===== config.mk =====
export PLATFORM = sky130hd
export DESIGN_NAME = maas_queue
export DESIGN_NICKNAME = d
export VERILOG_FILES = /design/src/design/maas_queue.sv
export SDC_FILE = /design/constraint.sdc
export NUM_CORES = 1
export LEC_CHECK = 0
export BUFFER_PORTS_ARGS = -buffer_cell sky130_fd_sc_hd__buf_4
export CAP_MARGIN = 20
export CORE_MARGIN = 1.5
export CORE_UTILIZATION = 40
export CTS_BUF_LIST = sky130_fd_sc_hd__clkbuf_4 sky130_fd_sc_hd__clkbuf_8
export DETAILED_ROUTE_END_ITERATION = 12
export HOLD_SLACK_MARGIN = 0.1
export PLACE_DENSITY_LB_ADDON = 0.15
export SYNTH_ARGS = -nofsm -noshare
export SYNTH_HDL_FRONTEND = slang
export SYNTH_SLANG_ARGS = --single-unit

===== constraint.sdc =====
create_clock -name clk_i -period 11.18 [get_ports clk_i]
set_input_delay 1.118 -clock clk_i [delete_from_list [all_inputs] [get_ports clk_i]]
set_output_delay 1.118 -clock clk_i [all_outputs]
set_load 0.02 [all_outputs]

===== src/design/maas_queue.sv =====
// Two-entry queue of window sums between front and back end.
module maas_queue #(
  parameter int unsigned WIDTH = 76
) (
  input  logic             clk_i,
  input  logic             rst_ni,
  input  logic             push_valid_i,
  output logic             push_ready_o,
  input  logic [WIDTH-1:0] push_data_i,
  output logic             pop_valid_o,
  input  logic             pop_ready_i,
  output logic [WIDTH-1:0] pop_data_o
);

  logic [1:0][WIDTH-1:0] mem_q;
  logic                  wr_ptr_q, rd_ptr_q;
  logic [1:0]            count_q;
  logic                  push, pop;

  assign push_ready_o = (count_q != 2'd2);
  assign pop_valid_o  = (count_q != 2'd0);
  assign pop_data_o   = mem_q[rd_ptr_q];
  assign push         = push_valid_i && push_ready_o;
  assign pop          = pop_valid_o && pop_ready_i;

  always_ff @(posedge clk_i or negedge rst_ni) begin
    if (!rst_ni) begin
      wr_ptr_q <= 1'b0;
      rd_ptr_q <= 1'b0;
      count_q  <= 2'd0;
    end else begin
      if (push) wr_ptr_q <= ~wr_ptr_q;
      if (pop)  rd_ptr_q <= ~rd_ptr_q;
      if (push && !pop)      count_q <= count_q + 2'd1;
      else if (pop && !push) count_q <= count_q - 2'd1;
    end
  end

  always_ff @(posedge clk_i) begin
    if (push) mem_q[wr_ptr_q] <= push_data_i;
  end

endmodule


; ---- Yosys cells after proc, flatten, opt, wreduce, memory -nomap -nowiden
; Index checks and enable logic that the tools add are counted.
[op_classes]
bitwise_logic = 2
n_eq_ne = 1
add_sub_neg = 2
reduce_logical = 9
mux = 7
n_lt_le_gt_ge = 3
[op_table]
columns = operator, count
row1 = $mux W76, 3
row2 = $bwmux W152, 1
row3 = $demux W76 S1, 1
row4 = $logic_and A1 B1 Y1, 5
row5 = $lt A1 B2 Y1 const B, 2
row6 = $mux W2, 2
row7 = $reduce_bool A2 Y1, 2
row8 = $add A2 B1 Y2 const B, 1
row9 = $logic_not A1 Y1, 2
row10 = $ne A2 B2 Y1 const B, 1
row11 = $not A1 Y1, 2
row12 = $sub A2 B1 Y2 const B, 1
row13 = $ge A1 B1 Y1 const B, 1
[totals]
input_bits = 80
wordCells = 29
regBits = 156

; ---- Depth between registers and ports, before layout
[logic_depth]
ltp_word = 6
depth_mapped = 7
depth_no_buf = 7

; ---- Worst setup path before layout
; No wires, ideal clock.
[synth_timing]
path_type = input-to-reg
from = input push_valid_i
to = register mem_q[0] in the netlist's numbering (enable)
path_buffers = 0
arrival_time_ns = 4.386
slack_ns = 6.283
setup_ns = 0.511
cell_stages = 2
required_time_ns = 10.669
cell_sequence = nand2_1 -> nor2_1
[synth_between]
elab_chain_len = 1
[synth_rtl]
columns = element, line
row1 = "start, declared", 7  ; input logic push_valid_i,
row2 = $logic_and A1 B1 Y1, 23  ; assign push = push_valid_i && push_ready_o;
row3 = "end signal, assigned by index", 40  ; if (push) mem_q[wr_ptr_q] <= push_data_i;
row4 = "end, declared", 15  ; logic [1:0][WIDTH-1:0] mem_q;
; No other way between the ends.
; A chain may end at the register's enable or synchronous reset.

; ---- Worst setup path after layout
[layout_timing]
from = register rd_ptr_q
to = output pop_data_o[2]
[layout_between]
elab_chain_len = 2
[layout_rtl]
columns = element, line
row1 = "start, declared", 16  ; logic wr_ptr_q, rd_ptr_q;
row2 = "start signal, assigned", 33  ; if (pop) rd_ptr_q <= ~rd_ptr_q;
row3 = $mux W76 (implied by the code) (2 in a row), 22  ; assign pop_data_o = mem_q[rd_ptr_q];
row4 = "end, declared", 12  ; output logic [WIDTH-1:0] pop_data_o
; No other way between the ends. The select of a mux whose other input is x is not followed.

==> impl_summary.log <==
[metrics] final-layout fill cell count: 1124
[metrics] share of final-layout standard cells stronger than drive strength 1: 61.6%
[metrics] Root Driver: clkbuf_8
[metrics] critical path's largest stage delay: 810 ps
[metrics] highest ir drop seen on vdd: 0.000161 V
[metrics] cell at the slowest stage of the critical path: buf_4
[metrics] synthesis-to-layout area growth: 30.5%
[metrics] Post-Syn Instances: 255
[metrics] type of the worst setup path: reg2out
[metrics] synthesized flop and latch total: 156
[metrics] horizontal die dimension: 124 microns
[metrics] crit path DAT: 2470 ps
[metrics] Remaining Overflow, GRT: 0
[metrics] Max Slew Vio Count: 0
[metrics] final setup skew: 5.57 ps
[metrics] Detail Placement HPWL: 6440 microns
[metrics] combined area of all synthesized cells: 5810 sq um
[metrics] vias in the first global route: 3005
[metrics] drt drc: 0
[metrics] type of the tightest min-delay check: in2async
[metrics] Final setup violation count: 0
[metrics] routed via count: 2901
[metrics] global-route wire length before repair: 15400 microns
[metrics] height of the chip: 124 microns
[metrics] Setup Fix Bufs, Post-CTS: 0
[metrics] Final Total Pwr: 2010 uW
[metrics] I/O pin total: 158
[metrics] proportion of netlist area held by the largest area contributor: 78.5%
[metrics] power density relative to cell area: 265 nW/um^2
[metrics] leakage power figure: 0.00290 uW
[metrics] Gates resized, CTS repair: 0
[metrics] Placement Rows: 43
[metrics] hold violation total from the final report: 0
[metrics] placed instance count: 585
[metrics] die area: 15300 sq um
[metrics] aggregate routed wire length: 10200 microns
[metrics] clock tree from TritonCTS: done
[metrics] result of the run: complete, no violations
[metrics] worst-skew pair later-pin latency: 440 ps
[metrics] count of buffer and inverter cells on the critical path: 2
[metrics] register area share after synthesis: 80.2%
[metrics] final period demand of the worst path: 3590 ps
[metrics] number of iterations in the first detailed-routing pass: 5
[metrics] CTS clk-pin slew, worst paths: 80 ps
[metrics] maximum fanout encountered on the critical timing path: 61
[metrics] Finished Layout Cells: 618
[metrics] final worst-path cycle share: 32.1%
[metrics] Synth Net Count: 336
[metrics] depth of the CTS H-tree: 4
[metrics] slew at the pin closest to its max-slew limit: 995 ps
[metrics] number of warnings reported in the yosys synthesis log: 0
[metrics] count of inserted antenna diode cells: 0
[metrics] syn avg cell area: 22.8 sq um
[metrics] Final TNS setup: 0 ps
[metrics] unrepaired setup endpoints after global routing: false
[metrics] critical path launch point type: register
[metrics] crit-path most repeated cell: buf_4
[metrics] per-cell via count in the routed design: 4.69
[metrics] number of CTS-inserted buffers: 17
[metrics] area of the core: 14000 sq um
[metrics] global routing usage summed across all routing layers: 14.1%
[metrics] number of antenna violations at the first check in global routing: 0
[metrics] effective utilization at floorplan: 41.4%
[metrics] count of input and output buffers: 157
[metrics] max capacitance violation total: 0
[metrics] required time of the worst setup path: 10060 ps
[metrics] maximum clock frequency: 0.279 GHz
[metrics] worst-case clock buffer depth: 2
[metrics] critical path cell sequence: buf_4 > mux2_2 > buf_4
[metrics] largest net degree at the start of global routing: 77
[metrics] DRT antenna net count: 0
[metrics] kind of cell adding the most delay to the critical path: buffers and inverters
[metrics] routed wire length per instance: 16.6 microns
[metrics] post-layout net count: 506
[metrics] first-iteration detailed-routing DRC count: 135
[metrics] final weighted congestion in routability-driven placement: 0.724
[metrics] Post-CTS Hold Fix Bufs: 0
[metrics] main area contributors after synthesis: edfxtp_1 79%, mux2_2 8.9%, mux2_4 7.7%
[metrics] CP endpoint kind: primary output
[metrics] Worst slew margin: 33.7%
[metrics] Synth area leader: edfxtp_1
[metrics] clock sink count: 156
[metrics] number of distinct library cells after synthesis: 16
layer usage:
layer / part of all wire, % / GRT usage (%) / vias up
met4: 1.7 / 5.75 / 0
met2: 48 / 21.5 / 119
met1: 41 / 16.8 / 1428
li1: - / - / 1338
met3: 9.7 / 7.43 / 16
met5: 0 / 0 / -
per-stage QoR:
stage	cell area [sq um]	hold slack, ps	util, %	setup WS, ps
after floorplan	5810	456	-	6280
after global placement	7160	487	51.0	8020
after detailed placement	7160	488	51.0	8000
after CTS	7560	426	53.8	7530
after global routing	7590	418	54.0	7470
final	7590	462	54.0	7590
cells by family (layout without fill, tap and decap cells):
family	after synthesis	in the layout	share of synthesized area [%]
XOR/XNOR	5	5	0.753
adder cells (fa/ha/maj)	1	1	0.215
buffers and inverters	10	193	1.57
flip-flops	156	156	80.2
multiplexers	76	76	16.7
AND/OR/NAND/NOR	7	7	0.581
worst paths after layout:
check	endpoint	from	depth (start not counted)	slack (ps)
setup reg to reg	mem_q[13]	count_q[0]	4	8660
hold reg to reg	count_q[1]	count_q[1]	1	510
setup / recovery	pop_data_o[2]	rd_ptr_q	3	7590
min in group clk_i	count_q[1]	count_q[1]	1	510
hold / removal	count_q[0]	rst_ni	1	460
max in group asynchronous	rd_ptr_q	rst_ni	1	10600
worst register-to-register path: cells and delay by family (launching register included):
family | cells | cell delay, ps
buf+inv | 1 | 690
flops | 1 | 410
simple gates | 3 | 990
flip-flops by register name, summed over array words and instances (netlist names):
register and count:
mem_q 152, count_q 2, rd_ptr_q 1, wr_ptr_q 1
report_power, final:
group / switching [uW] / leakage (uW) / internal (uW)
combinational: 398 / 0.00125 / 357
clock: 193 / 0.000189 / 222
sequential: 43.5 / 0.00146 / 801
synthesized netlist by cell type (all sizes together):
cell	n
or2	1
inv	1
xor2	2
dfrtp	4
nor2	2
nand2b	1
xnor2	3
and3	1
mux2	76
ha	1
buf	9
edfxtp	152
nand2	2
area by class of cell:
| cell class | instances | area, sq um | share of cell area [%] |
|---|---|---|---|
| Timing Repair Buffer | 160 | 1220 | 16.1 |
| Multi-Input combinational cell | 89 | 1070 | 14.1 |
| Clock inverter | 13 | 150 | 1.98 |
| Clock buffer | 19 | 249 | 3.28 |
| Sequential cell | 156 | 4670 | 61.5 |
| Tap cell | 180 | 225 | 2.97 |
| Inverter | 1 | 3.75 | 0.0495 |
cells in the final DEF (no fill, tap or decap), drive strengths merged:
cell / Yosys / final
ha: 1 / 1
nand2: 2 / 2
xnor2: 3 / 3
xor2: 2 / 2
bufinv: 0 / 3
clkinvlp: 0 / 5
clkinv: 0 / 5
clkbuf: 0 / 19
inv: 1 / 1
edfxtp: 152 / 152
nand2b: 1 / 1
nor2: 2 / 2
dfrtp: 4 / 4
mux2: 76 / 76
and3: 1 / 1
buf: 9 / 160
or2: 1 / 1
Note: power is estimated with default switching activity, not from simulation.
