<file path="src/design/maas_pkg.sv">
// Shared types and constants of the ADC average and scaling block.
package maas_pkg;

  localparam int unsigned CHANNELS  = 4;
  localparam int unsigned SAMPLE_W  = 12;
  localparam int unsigned CFG_W     = 12;
  localparam int unsigned CFG_IDX_W = 2;

  localparam logic [CFG_W-1:0] VREF_CAL_RST  = 12'd1500;
  localparam logic [CFG_W-1:0] TEMP_LOW_RST  = 12'd940;
  localparam logic [CFG_W-1:0] TEMP_HIGH_RST = 12'd1200;

  localparam int unsigned MUL_W  = 32;
  localparam int unsigned PROD_W = 2 * MUL_W;
  localparam int unsigned PART_W = 2 * SAMPLE_W;

  // Battery: round(a * 485100 / 192465) = floor((64680 * a + 12831) / 25662)
  localparam int unsigned  MV_W      = 14;
  localparam logic [13:0]  MV_MAX    = 14'd10321;
  localparam int unsigned  BAT_MUL   = 64680;
  localparam int unsigned  BAT_ADD   = 12831;
  localparam int unsigned  BAT_DEN   = 25662;
  localparam int unsigned  BAT_SHIFT = 43;
  localparam logic [63:0]  BAT_RECIP =
    ((64'd1 << BAT_SHIFT) + 64'(BAT_DEN) - 64'd1) / 64'(BAT_DEN);

  // Temperature
  localparam int unsigned TEMP_W      = 16;
  localparam int unsigned TEMP_GAIN   = 8000;
  localparam int unsigned TEMP_OFFSET = 3000;
  localparam int unsigned QUO_W       = 16;
  localparam int unsigned CNT_W       = $clog2(QUO_W);
  localparam int unsigned NUM_W       = 42;
  localparam logic signed [TEMP_W-1:0] TEMP_MAX = 16'sh7FFF;
  localparam logic signed [TEMP_W-1:0] TEMP_MIN = 16'sh8000;

  typedef enum logic [CFG_IDX_W-1:0] {
    CFG_VREF_CAL  = 2'd0,
    CFG_TEMP_LOW  = 2'd1,
    CFG_TEMP_HIGH = 2'd2
  } cfg_idx_e;

  typedef struct packed {
    logic [CFG_W-1:0] vref_cal;
    logic [CFG_W-1:0] temp_low;
    logic [CFG_W-1:0] temp_high;
  } maas_cfg_t;

  typedef enum logic {
    FR_IDLE,
    FR_UPDATE
  } front_state_e;

  typedef enum logic [3:0] {
    BK_IDLE,
    BK_AVG0,
    BK_AVG1,
    BK_AVG2,
    BK_AVG3,
    BK_BAT0,
    BK_BAT1,
    BK_P1,
    BK_P2,
    BK_MD,
    BK_MN,
    BK_PREP,
    BK_CHK,
    BK_DIV,
    BK_FIN
  } back_state_e;

endpackage

</file>
<file path="src/design/maas_if.sv">


interface maas_out_if;
  import maas_pkg::*;
  logic                     valid;
  logic                     ready;
  logic [SAMPLE_W-1:0]      current_avg;
  logic [MV_W-1:0]          battery_millivolts;
  logic signed [TEMP_W-1:0] temp_centidegrees;
  logic                     temp_invalid;

  modport source (output valid, current_avg, battery_millivolts, temp_centidegrees,
                  temp_invalid, input ready);
  modport sink   (input valid, current_avg, battery_millivolts, temp_centidegrees,
                  temp_invalid, output ready);
endinterface

</file>
<file path="src/design/maas_back.sv">
// Back end: averages, battery scaling and temperature calibration on a shared
// multiplier and a shift-subtract divider.
module maas_back #(
  parameter int unsigned WINDOW_DEPTH = 128,
  localparam int unsigned SUM_W = maas_pkg::SAMPLE_W + $clog2(WINDOW_DEPTH)
) (
  input  logic                                     clk_i,
  input  logic                                     rst_ni,
  input  maas_pkg::maas_cfg_t                      cfg_i,
  input  logic                                     pop_valid_i,
  output logic                                     pop_ready_o,
  input  logic [maas_pkg::CHANNELS-1:0][SUM_W-1:0] pop_sums_i,
  maas_out_if.source                               out_chan
);
  import maas_pkg::*;

  localparam int unsigned SLOT_W    = $clog2(WINDOW_DEPTH);
  localparam int unsigned AVG_SHIFT = SUM_W + SLOT_W;
  localparam logic [63:0] AVG_RECIP =
    ((64'd1 << AVG_SHIFT) + 64'(WINDOW_DEPTH) - 64'd1) / 64'(WINDOW_DEPTH);

  back_state_e state_q, state_d;

  logic [CHANNELS-1:0][SUM_W-1:0]    sums_q;
  logic [CHANNELS-1:0][SAMPLE_W-1:0] avg_q;
  logic [MUL_W-1:0]                  mul_a, mul_b;
  logic [PROD_W-1:0]                 prod_q;
  logic [MV_W-1:0]                   mv_q;
  logic [PART_W-1:0]                 p1_q, mag_q, md_q;
  logic                              neg_q, invalid_q, ovf_q;
  logic [NUM_W-1:0]                  num_q, den_q;
  logic [QUO_W-1:0]                  quo_q;
  logic [CNT_W-1:0]                  cnt_q;
  logic                              out_valid_q;
  logic                              out_free;

  logic signed [CFG_W:0]    span;
  logic [CFG_W-1:0]         abs_span;
  logic signed [PART_W:0]   diff;
  logic [PART_W-1:0]        abs_diff;
  logic [MUL_W-1:0]         bat_n;
  logic [NUM_W:0]           trial;
  logic signed [TEMP_W+1:0] temp_wide;
  logic signed [TEMP_W-1:0] temp_res;

  logic [SAMPLE_W-1:0]      avg_out_q;
  logic [MV_W-1:0]          mv_out_q;
  logic signed [TEMP_W-1:0] temp_out_q;
  logic                     invalid_out_q;

  assign pop_ready_o = (state_q == BK_IDLE);
  assign out_free    = !out_valid_q || out_chan.ready;

  assign out_chan.valid              = out_valid_q;
  assign out_chan.current_avg        = avg_out_q;
  assign out_chan.battery_millivolts = mv_out_q;
  assign out_chan.temp_centidegrees  = temp_out_q;
  assign out_chan.temp_invalid       = invalid_out_q;

  assign span     = $signed({1'b0, cfg_i.temp_high}) - $signed({1'b0, cfg_i.temp_low});
  assign abs_span = span[CFG_W] ? CFG_W'(-span) : span[CFG_W-1:0];
  assign diff     = $signed({1'b0, p1_q}) - $signed({1'b0, prod_q[PART_W-1:0]});
  assign abs_diff = diff[PART_W] ? PART_W'(-diff) : diff[PART_W-1:0];
  assign bat_n    = prod_q[MUL_W-1:0] + MUL_W'(BAT_ADD);
  assign trial    = {1'b0, num_q} - {1'b0, den_q};

  always_comb begin
    temp_wide = (neg_q ? -$signed({2'b00, quo_q}) : $signed({2'b00, quo_q}))
                + $signed((TEMP_W + 2)'(TEMP_OFFSET));
    priority if (invalid_q) begin
      temp_res = '0;
    end else if (ovf_q) begin
      temp_res = neg_q ? TEMP_MIN : TEMP_MAX;
    end else if (temp_wide[TEMP_W+1:TEMP_W-1] != {3{temp_wide[TEMP_W-1]}}) begin
      temp_res = temp_wide[TEMP_W+1] ? TEMP_MIN : TEMP_MAX;
    end else begin
      temp_res = temp_wide[TEMP_W-1:0];
    end
  end

  // Shared multiplier operand select
  always_comb begin
    mul_a = '0;
    mul_b = '0;
    unique case (state_q)
      BK_AVG0: begin mul_a = MUL_W'(sums_q[0]); mul_b = MUL_W'(AVG_RECIP); end
      BK_AVG1: begin mul_a = MUL_W'(sums_q[1]); mul_b = MUL_W'(AVG_RECIP); end
      BK_AVG2: begin mul_a = MUL_W'(sums_q[2]); mul_b = MUL_W'(AVG_RECIP); end
      BK_AVG3: begin mul_a = MUL_W'(sums_q[3]); mul_b = MUL_W'(AVG_RECIP); end
      BK_BAT0: begin mul_a = MUL_W'(avg_q[1]);  mul_b = MUL_W'(BAT_MUL);   end
      BK_BAT1: begin mul_a = bat_n;             mul_b = MUL_W'(BAT_RECIP); end
      BK_P1:   begin mul_a = MUL_W'(avg_q[2]);  mul_b = MUL_W'(cfg_i.vref_cal); end
      BK_P2:   begin mul_a = MUL_W'(avg_q[3]);  mul_b = MUL_W'(cfg_i.temp_low); end
      BK_MD:   begin mul_a = MUL_W'(avg_q[3]);  mul_b = MUL_W'(abs_span);  end
      BK_MN:   begin mul_a = MUL_W'(mag_q);     mul_b = MUL_W'(TEMP_GAIN); end
      default: begin mul_a = '0;                mul_b = '0;                end
    endcase
  end

  always_comb begin
    state_d = state_q;
    unique case (state_q)
      BK_IDLE: if (pop_valid_i) state_d = BK_AVG0;
      BK_AVG0: state_d = BK_AVG1;
      BK_AVG1: state_d = BK_AVG2;
      BK_AVG2: state_d = BK_AVG3;
      BK_AVG3: state_d = BK_BAT0;
      BK_BAT0: state_d = BK_BAT1;
      BK_BAT1: state_d = BK_P1;
      BK_P1:   state_d = BK_P2;
      BK_P2:   state_d = BK_MD;
      BK_MD:   state_d = BK_MN;
      BK_MN:   state_d = BK_PREP;
      BK_PREP: state_d = BK_CHK;
      BK_CHK:  state_d = BK_DIV;
      BK_DIV:  if (cnt_q == '0) state_d = BK_FIN;
      BK_FIN:  if (out_free) state_d = BK_IDLE;
      default: state_d = BK_IDLE;
    endcase
  end

  always_ff @(posedge clk_i or negedge rst_ni) begin
    if (!rst_ni) begin
      state_q     <= BK_IDLE;
      out_valid_q <= 1'b0;
      cnt_q       <= '0;
    end else begin
      state_q <= state_d;
      if (state_q == BK_CHK) begin
        cnt_q <= CNT_W'(QUO_W - 1);
      end else if (state_q == BK_DIV) begin
        cnt_q <= cnt_q - CNT_W'(1);
      end
      if (state_q == BK_FIN && out_free) begin
        out_valid_q <= 1'b1;
      end else if (out_chan.ready) begin
        out_valid_q <= 1'b0;
      end
    end
  end

  always_ff @(posedge clk_i) begin
    prod_q <= mul_a * mul_b;
    unique case (state_q)
      BK_IDLE: if (pop_valid_i) sums_q <= pop_sums_i;
      BK_AVG1: avg_q[0] <= prod_q[AVG_SHIFT +: SAMPLE_W];
      BK_AVG2: avg_q[1] <= prod_q[AVG_SHIFT +: SAMPLE_W];
      BK_AVG3: avg_q[2] <= prod_q[AVG_SHIFT +: SAMPLE_W];
      BK_BAT0: avg_q[3] <= prod_q[AVG_SHIFT +: SAMPLE_W];
      BK_P1:   mv_q <= prod_q[BAT_SHIFT +: MV_W];
      BK_P2:   p1_q <= prod_q[PART_W-1:0];
      BK_MD: begin
        mag_q     <= abs_diff;
        neg_q     <= diff[PART_W] ^ span[CFG_W];
        invalid_q <= (avg_q[3] == '0) || (span == '0);
      end
      BK_MN:   md_q <= prod_q[PART_W-1:0];
      BK_PREP: begin
        num_q <= (NUM_W'(prod_q[PART_W+13:0]) << 1) + NUM_W'(md_q);
        den_q <= NUM_W'(md_q) << 1;
      end
      BK_CHK: begin
        ovf_q <= (num_q >= (den_q << QUO_W));
        den_q <= den_q << (QUO_W - 1);
        quo_q <= '0;
      end
      BK_DIV: begin
        if (!trial[NUM_W]) num_q <= trial[NUM_W-1:0];
        quo_q <= {quo_q[QUO_W-2:0], !trial[NUM_W]};
        den_q <= den_q >> 1;
      end
      BK_FIN: begin
        if (out_free) begin
          avg_out_q     <= avg_q[0];
          mv_out_q      <= mv_q;
          temp_out_q    <= temp_res;
          invalid_out_q <= invalid_q;
        end
      end
      default: begin
      end
    endcase
  end

endmodule

</file>
<file path="src/flat_wrapper.sv">
// flat-port wrapper written by rule: the top's interface ports become plain ports
module maas_back_flat import maas_pkg::*;
#(
  parameter int unsigned WINDOW_DEPTH = 128,
  localparam int unsigned SUM_W = maas_pkg::SAMPLE_W + $clog2(WINDOW_DEPTH)
)
  (clk_i, rst_ni, cfg_i, pop_valid_i, pop_ready_o, pop_sums_i, out_chan_valid, out_chan_current_avg, out_chan_battery_millivolts, out_chan_temp_centidegrees, out_chan_temp_invalid, out_chan_ready);
  maas_out_if out_chan_i ();
  input  logic clk_i;
  input  logic rst_ni;
  input  maas_pkg::maas_cfg_t cfg_i;
  input  logic pop_valid_i;
  output logic pop_ready_o;
  input  logic [maas_pkg::CHANNELS-1:0][SUM_W-1:0] pop_sums_i;
  output wire logic [$bits(out_chan_i.valid)-1:0] out_chan_valid;
  output wire logic [$bits(out_chan_i.current_avg)-1:0] out_chan_current_avg;
  output wire logic [$bits(out_chan_i.battery_millivolts)-1:0] out_chan_battery_millivolts;
  output wire logic [$bits(out_chan_i.temp_centidegrees)-1:0] out_chan_temp_centidegrees;
  output wire logic [$bits(out_chan_i.temp_invalid)-1:0] out_chan_temp_invalid;
  input wire logic [$bits(out_chan_i.ready)-1:0] out_chan_ready;
  assign out_chan_valid = out_chan_i.valid;
  assign out_chan_current_avg = out_chan_i.current_avg;
  assign out_chan_battery_millivolts = out_chan_i.battery_millivolts;
  assign out_chan_temp_centidegrees = out_chan_i.temp_centidegrees;
  assign out_chan_temp_invalid = out_chan_i.temp_invalid;
  assign out_chan_i.ready = out_chan_ready;
  maas_back #(.WINDOW_DEPTH(WINDOW_DEPTH)) u_core (.clk_i(clk_i), .rst_ni(rst_ni), .cfg_i(cfg_i), .pop_valid_i(pop_valid_i), .pop_ready_o(pop_ready_o), .pop_sums_i(pop_sums_i), .out_chan(out_chan_i));
endmodule
</file>
<file path="config.mk">
export PLATFORM = sky130hd
export DESIGN_NAME = maas_back_flat
export DESIGN_NICKNAME = d
export VERILOG_FILES = /design/src/design/maas_pkg.sv /design/src/design/maas_if.sv /design/src/design/maas_back.sv /design/src/flat_wrapper.sv
export SDC_FILE = /design/constraint.sdc
export NUM_CORES = 2
export LEC_CHECK = 0
export BUFFER_PORTS_ARGS = -buffer_cell sky130_fd_sc_hd__buf_2
export CAP_MARGIN = 0
export CORE_ASPECT_RATIO = 0.9
export CORE_MARGIN = 1.5
export CORE_UTILIZATION = 45
export DETAILED_ROUTE_END_ITERATION = 16
export SLEW_MARGIN = 20
export SYNTH_ARGS = -nofsm -noshare
export SYNTH_HDL_FRONTEND = slang
export SYNTH_SLANG_ARGS = --single-unit
</file>
<file path="constraint.sdc">
create_clock -name clk_i -period 16.3 [get_ports clk_i]
set_input_delay 4.075 -clock clk_i [delete_from_list [all_inputs] [get_ports clk_i]]
set_output_delay 4.075 -clock clk_i [all_outputs]
set_load 0.03 [all_outputs]
</file>
; Word-level counts from Yosys, hierarchy flattened
; Cells that the tools add are included.
[totals]
in_bits = 116
reg_bits = 422
elab_cells = 98
[op_classes]
n_bitwise = 1
add_sub_neg = 10
eq_ne = 19
muxes = 21
multipliers = 1
n_lt_le_gt_ge = 1
n_reduce_logical = 19
[op_table]
columns = cell, count
row1 = $pmux W32 S9, 1
row2 = $pmux W29 S7, 1
row3 = $pmux W42 S3, 1
row4 = $pmux W42 S2, 1
row5 = $mux W16, 4
row6 = $pmux W4 S15, 1
row7 = $mul A32 B29 Y57, 1
row8 = $sub A42 B42 Y43, 1
row9 = $ge A42 B42 Y1, 1
row10 = $mux W42, 1
row11 = $add A39 B24 Y40, 1
row12 = $add A32 B14 Y32 const B, 1
row13 = $pmux W16 S2, 1
row14 = $eq A4 B4 Y1 const B, 7
row15 = $sub A24 B24 Y25, 1
row16 = $mux W24, 1
row17 = $neg A24 Y24, 1
row18 = $mux W4, 5
row19 = $add A18 B13 Y18 const B, 1
row20 = $mux W18, 1
row21 = $neg A16 Y18, 1
row22 = $eq A4 B3 Y1 const B, 4
row23 = $logic_not A13 Y1, 1
row24 = $sub A12 B12 Y13, 1
row25 = other kinds (21), 32

; Depth between registers and ports, before layout
[logic_depth]
word_depth = 6
ltp_mapped = 45

; Worst setup path after synthesis
; No wires, ideal clock.
[synth_path]
path_type = in2reg
startpoint = in cfg_i[0] in the netlist's numbering
endpoint = reg u_core.prod_q[55]
n_path_buf = 2
setup_ps = 62
path_stages = 41
t_required_ps = 16238
arrival_ps = 13686
slack_ps = 2552
path_cell_list = inv_1 -> ha_1 -> inv_1 -> fa_1 -> a21o_1 -> a21oi_1 -> o21ai_1 -> a211o_1 -> a21oi_2 -> o21ai_1 -> o41ai_2 -> buf_2 -> nand2_1 -> xnor2_1 -> a221oi_2 -> buf_2 -> nor2_1 -> fa_1 -> [5 not listed] -> fa_1 -> fa_1 -> fa_1 -> inv_1 -> fa_1 -> inv_1 -> ha_1 -> a21oi_1 -> o21ai_0 -> a221o_1 -> a31o_2 -> a21oi_2 -> o221ai_2 -> a21oi_2 -> o31a_2 -> o22ai_1 -> or4b_1 -> nand3_1
[synth_between]
elab_chain_cells = 5
[synth_lines]
columns = item, line
row1 = from (decl), flat_wrapper.sv:11  ; input maas_pkg::maas_cfg_t cfg_i;
row2 = $sub A12 B12 Y13 *, maas_back.sv:60  ; assign span = $signed({1'b0, cfg_i.temp_high}) - $signed({1'b0, cfg_i.temp_low});
row3 = $neg A12 Y12, maas_back.sv:61  ; assign abs_span = span[CFG_W] ? CFG_W'(-span) : span[CFG_W-1:0];
row4 = $mux W12 *, maas_back.sv:61
row5 = $pmux W29 S7 *, maas_back.sv:85  ; unique case (state_q)
row6 = $mul A32 B29 Y57 *, maas_back.sv:143  ; prod_q <= mul_a * mul_b;
row7 = to (signal assigned), maas_back.sv:143
row8 = to (decl), maas_back.sv:27  ; logic [PROD_W-1:0] prod_q;
; Mark *: on every way between the ends. The rest lies on a longest branch, timed or not.
; A chain may end at the register's enable or synchronous reset.

; Worst setup path after layout
; Ends and elaborated chain as after synthesis.

==> results.py <==
metrics = {
    "critical_path": {
        "cp_max_fo": 13,
        "reg2reg_depth": 36,
        "critPathArrivalTime_ps": 14950,
        "crit_required_ps": 16880,
        "r2r_start": "u_core.prod_q[1]$_DFF_P_",
        "slowest_stage": "a221oi_2",
        "critical_path.max_stage_delay_ps": 920,
        "crit_buf_inv": 10,
        "startpoint_type": "input pin",
        "worst-setup-path-type": "input pin to flop",
        "r2r_end": "u_core.prod_q[50]$_DFF_P_",
        "rrSetupSlack_ps": 4870,
        "end_kind": "flop",
        "cpMostUsedCell": "fa_1",
        "cpLargestDelayFamily": "adder cells",
    },
    "die": {
        "ios": 161,
        "start_util": 0.4541,
        "die_x_um": 340.8,
        "core_mm2": 0.1018,
        "row_count": 111,
        "fp.dieArea_mm2": 0.1047,
        "die_h_um": 307.1,
    },
    "timing": {
        "finalCritPeriodShare": 0.8820,
        "finalHoldViolCount": 0,
        "setup_tns_ps": 0,
        "setup_viol": 0,
        "tightest_slew_ps": 1173,
        "period_needed_ps": 14380,
        "fmax_mhz": 69.56,
        "max-slew-margin-rel": 0.2125,
        "clock_skew_ps": 44.89,
        "rsz0062_at_grt": "false",
        "slew_viol_final": 0,
    },
    "cells_and_area": {
        "multi_input_area_mm2": 0.03089,
        "fillers": 9476,
        "ff_latch_area_mm2": 0.01196,
        "drive_gt1_frac": 0.07804,
        "final_nets": 6082,
        "syn_to_final_growth_pct": 10.49,
    },
    "yosys": {
        "synth_top_area_share": 0.2672,
        "synth-edff-count": 356,
        "synth_cell_types": 92,
        "yosys-top-cells-count": "inv_1 (938), fa_1 (617), ha_1 (495)",
        "synth_area_leaders": "fa_1 (27%), edfxtp_1 (23%), ha_1 (13%)",
        "synth-seq-cells": 417,
        "postSynth.asyncResetShare": 0.02158,
        "synth.cell_area_mm2": 0.04623,
        "synthCells": 4559,
        "yosysMostFrequentCell": "inv_1",
        "yosysSeqAreaShare": 0.2586,
        "yosysTopAreaCell": "fa_1",
        "synth_flop_cell": "edfxtp_1",
        "yosys_warnings": 0,
        "syn_avg_cell_area_um2": 10.14,
    },
    "clocking": {
        "clk_pin_slew_worst_paths_ps": 50,
        "cts-htree-levels": 2,
        "clock_path_buffers": 3,
        "hold_buffers": 0,
        "cts_resized": 0,
        "cts_buffers": 51,
        "cts_tree": "done",
        "cts_num_sinks": 417,
        "insertion_delay_ps": 670,
        "postCtsSetupBuffers": 0,
        "clockRootBuffer": "clkbuf_16",
    },
    "grt": {
        "grt_antenna_before_repair": 9,
        "grt_overflow": 0,
        "grt_pass1_vias": 33370,
        "grt_start_max_net_pins": 62,
        "grt_pass1_wl_mm": 204.4,
        "track_usage": 0.2604,
    },
    "worst_hold_path": {
        "whs_path_depth": 0,
        "hold_start": "u_core.prod_q[46]$_DFF_P_",
        "worstHoldEndpoint": "u_core.mv_q[3]$_DFFE_PP_",
        "hold_path_class": "flop to flop",
    },
    "route": {
        "wl_mm": 134.2,
        "drcViolationCount": 0,
        "avgViaCountPerCell": 5.317,
        "wire_per_inst_um": 21.45,
        "vias": 33250,
        "firstDrtPassIters": 12,
        "drt_iter0_markers": 2444,
        "ant_nets": 0,
    },
    "run": {
        "maxCapViolCount": 0,
    },
    "status": {
        "status": "finished, final reports clean",
    },
    "place": {
        "io_buffers": 160,
        "hpwl_mm": 108.0,
        "gp_congestion": 0.9483,
    },
}
[routing by layer]
layer,part of all wire,track usage,vias to the layer above,wire (um)
li1,-,-,15400,-
met1,0.45,0.3701,16590,59910
met2,0.46,0.4206,1078,61690
met3,0.063,0.03023,184,8491
met4,0.030,0.07349,2,4046
met5,0.000067,0,-,9
[final cells by class]
cell class	count	area share
clock buffer	70	0.02739
antenna	3	0.0001470
multi-input combinational	3215	0.6049
timing repair buffer	231	0.02611
tap	1356	0.03322
sequential	417	0.2341
clock inverter	24	0.005267
inverter	938	0.06893
[metrics by stage]
| stage | worst slack, ps | utilization | instance area (um2) | std cells | hold slack, ps |
|---|---|---|---|---|---|
| after floorplan | 2552 | - | 46680 | 4681 | 385.5 |
| after global placement | 1445 | 0.4850 | 49370 | 6155 | 387.4 |
| after detailed placement | 1305 | 0.4850 | 49370 | 6155 | 389.7 |
| after CTS | 1970 | 0.5014 | 51040 | 6249 | 402.8 |
| after global routing | 1420 | 0.5017 | 51070 | 6251 | 408.1 |
| final | 1924 | 0.5017 | 51080 | 6254 | 402.7 |
[worst register-to-register path, delay by kind of cell (launching register included)]
kind | cells | cell delay [ps]
buffers and inverters | 6 | 530
AND/OR/NAND/NOR | 10 | 2320
XOR/XNOR | 2 | 980
adder cells (fa/ha/maj) | 10 | 4890
AO/OA/AOI/OAI | 8 | 2050
flip-flops | 1 | 520
[placed cells by master, fill, tap and decap left out, types with 133 or more instances in the layout]
| cell type | count |
|---|---|
| nand2_1 | 364 |
| inv_1 | 938 |
| nor2_1 | 238 |
| ha_1 | 495 |
| buf_2 | 160 |
| a21oi_1 | 190 |
| fa_1 | 617 |
| xnor2_1 | 133 |
| edfxtp_1 | 356 |
| o21ai_0 | 164 |
[logic make-up (layout without fill, tap and decap cells)]
kind of cell,Yosys count,count (layout),synth area share
other,2,127,0.0001625
AOI/OAI and AO/OA,719,719,0.1016
buffers and inverters,1049,1263,0.08585
and+or+nand+nor,1020,1020,0.1059
DFF,417,417,0.2586
muxes,18,18,0.003898
adders and majority gates,1112,1112,0.4012
xor gates and xnor gates,222,222,0.04279
[worst max-delay path by stage]
stage / start / endpoint / slack [ps] / cells past startpoint
global placement: cfg_i[0] / u_core.prod_q[50]$_DFF_P_ / 1450 / 41
detailed placement: cfg_i[0] / u_core.prod_q[50]$_DFF_P_ / 1310 / 41
finish: cfg_i[0] / u_core.prod_q[55]$_DFF_P_ / 1920 / 43
floorplan: cfg_i[0] / u_core.prod_q[55]$_DFF_P_ / 2550 / 41
CTS: cfg_i[0] / u_core.prod_q[50]$_DFF_P_ / 1970 / 41
global route: cfg_i[0] / u_core.prod_q[50]$_DFF_P_ / 1420 / 41
[registers in the layout, indices dropped and copies added, names as in the netlist, 24 cells and up]
| register | flops |
|---|---|
| u_core.p1_q | 24 |
| u_core.avg_q | 48 |
| u_core.mag_q | 24 |
| u_core.den_q | 42 |
| u_core.num_q | 42 |
| u_core.md_q | 24 |
| u_core.prod_q | 52 |
| u_core.sums_q | 76 |
Power is not shown: default switching activity piles up to over one toggle a cycle in this logic, so the estimate is an artifact.
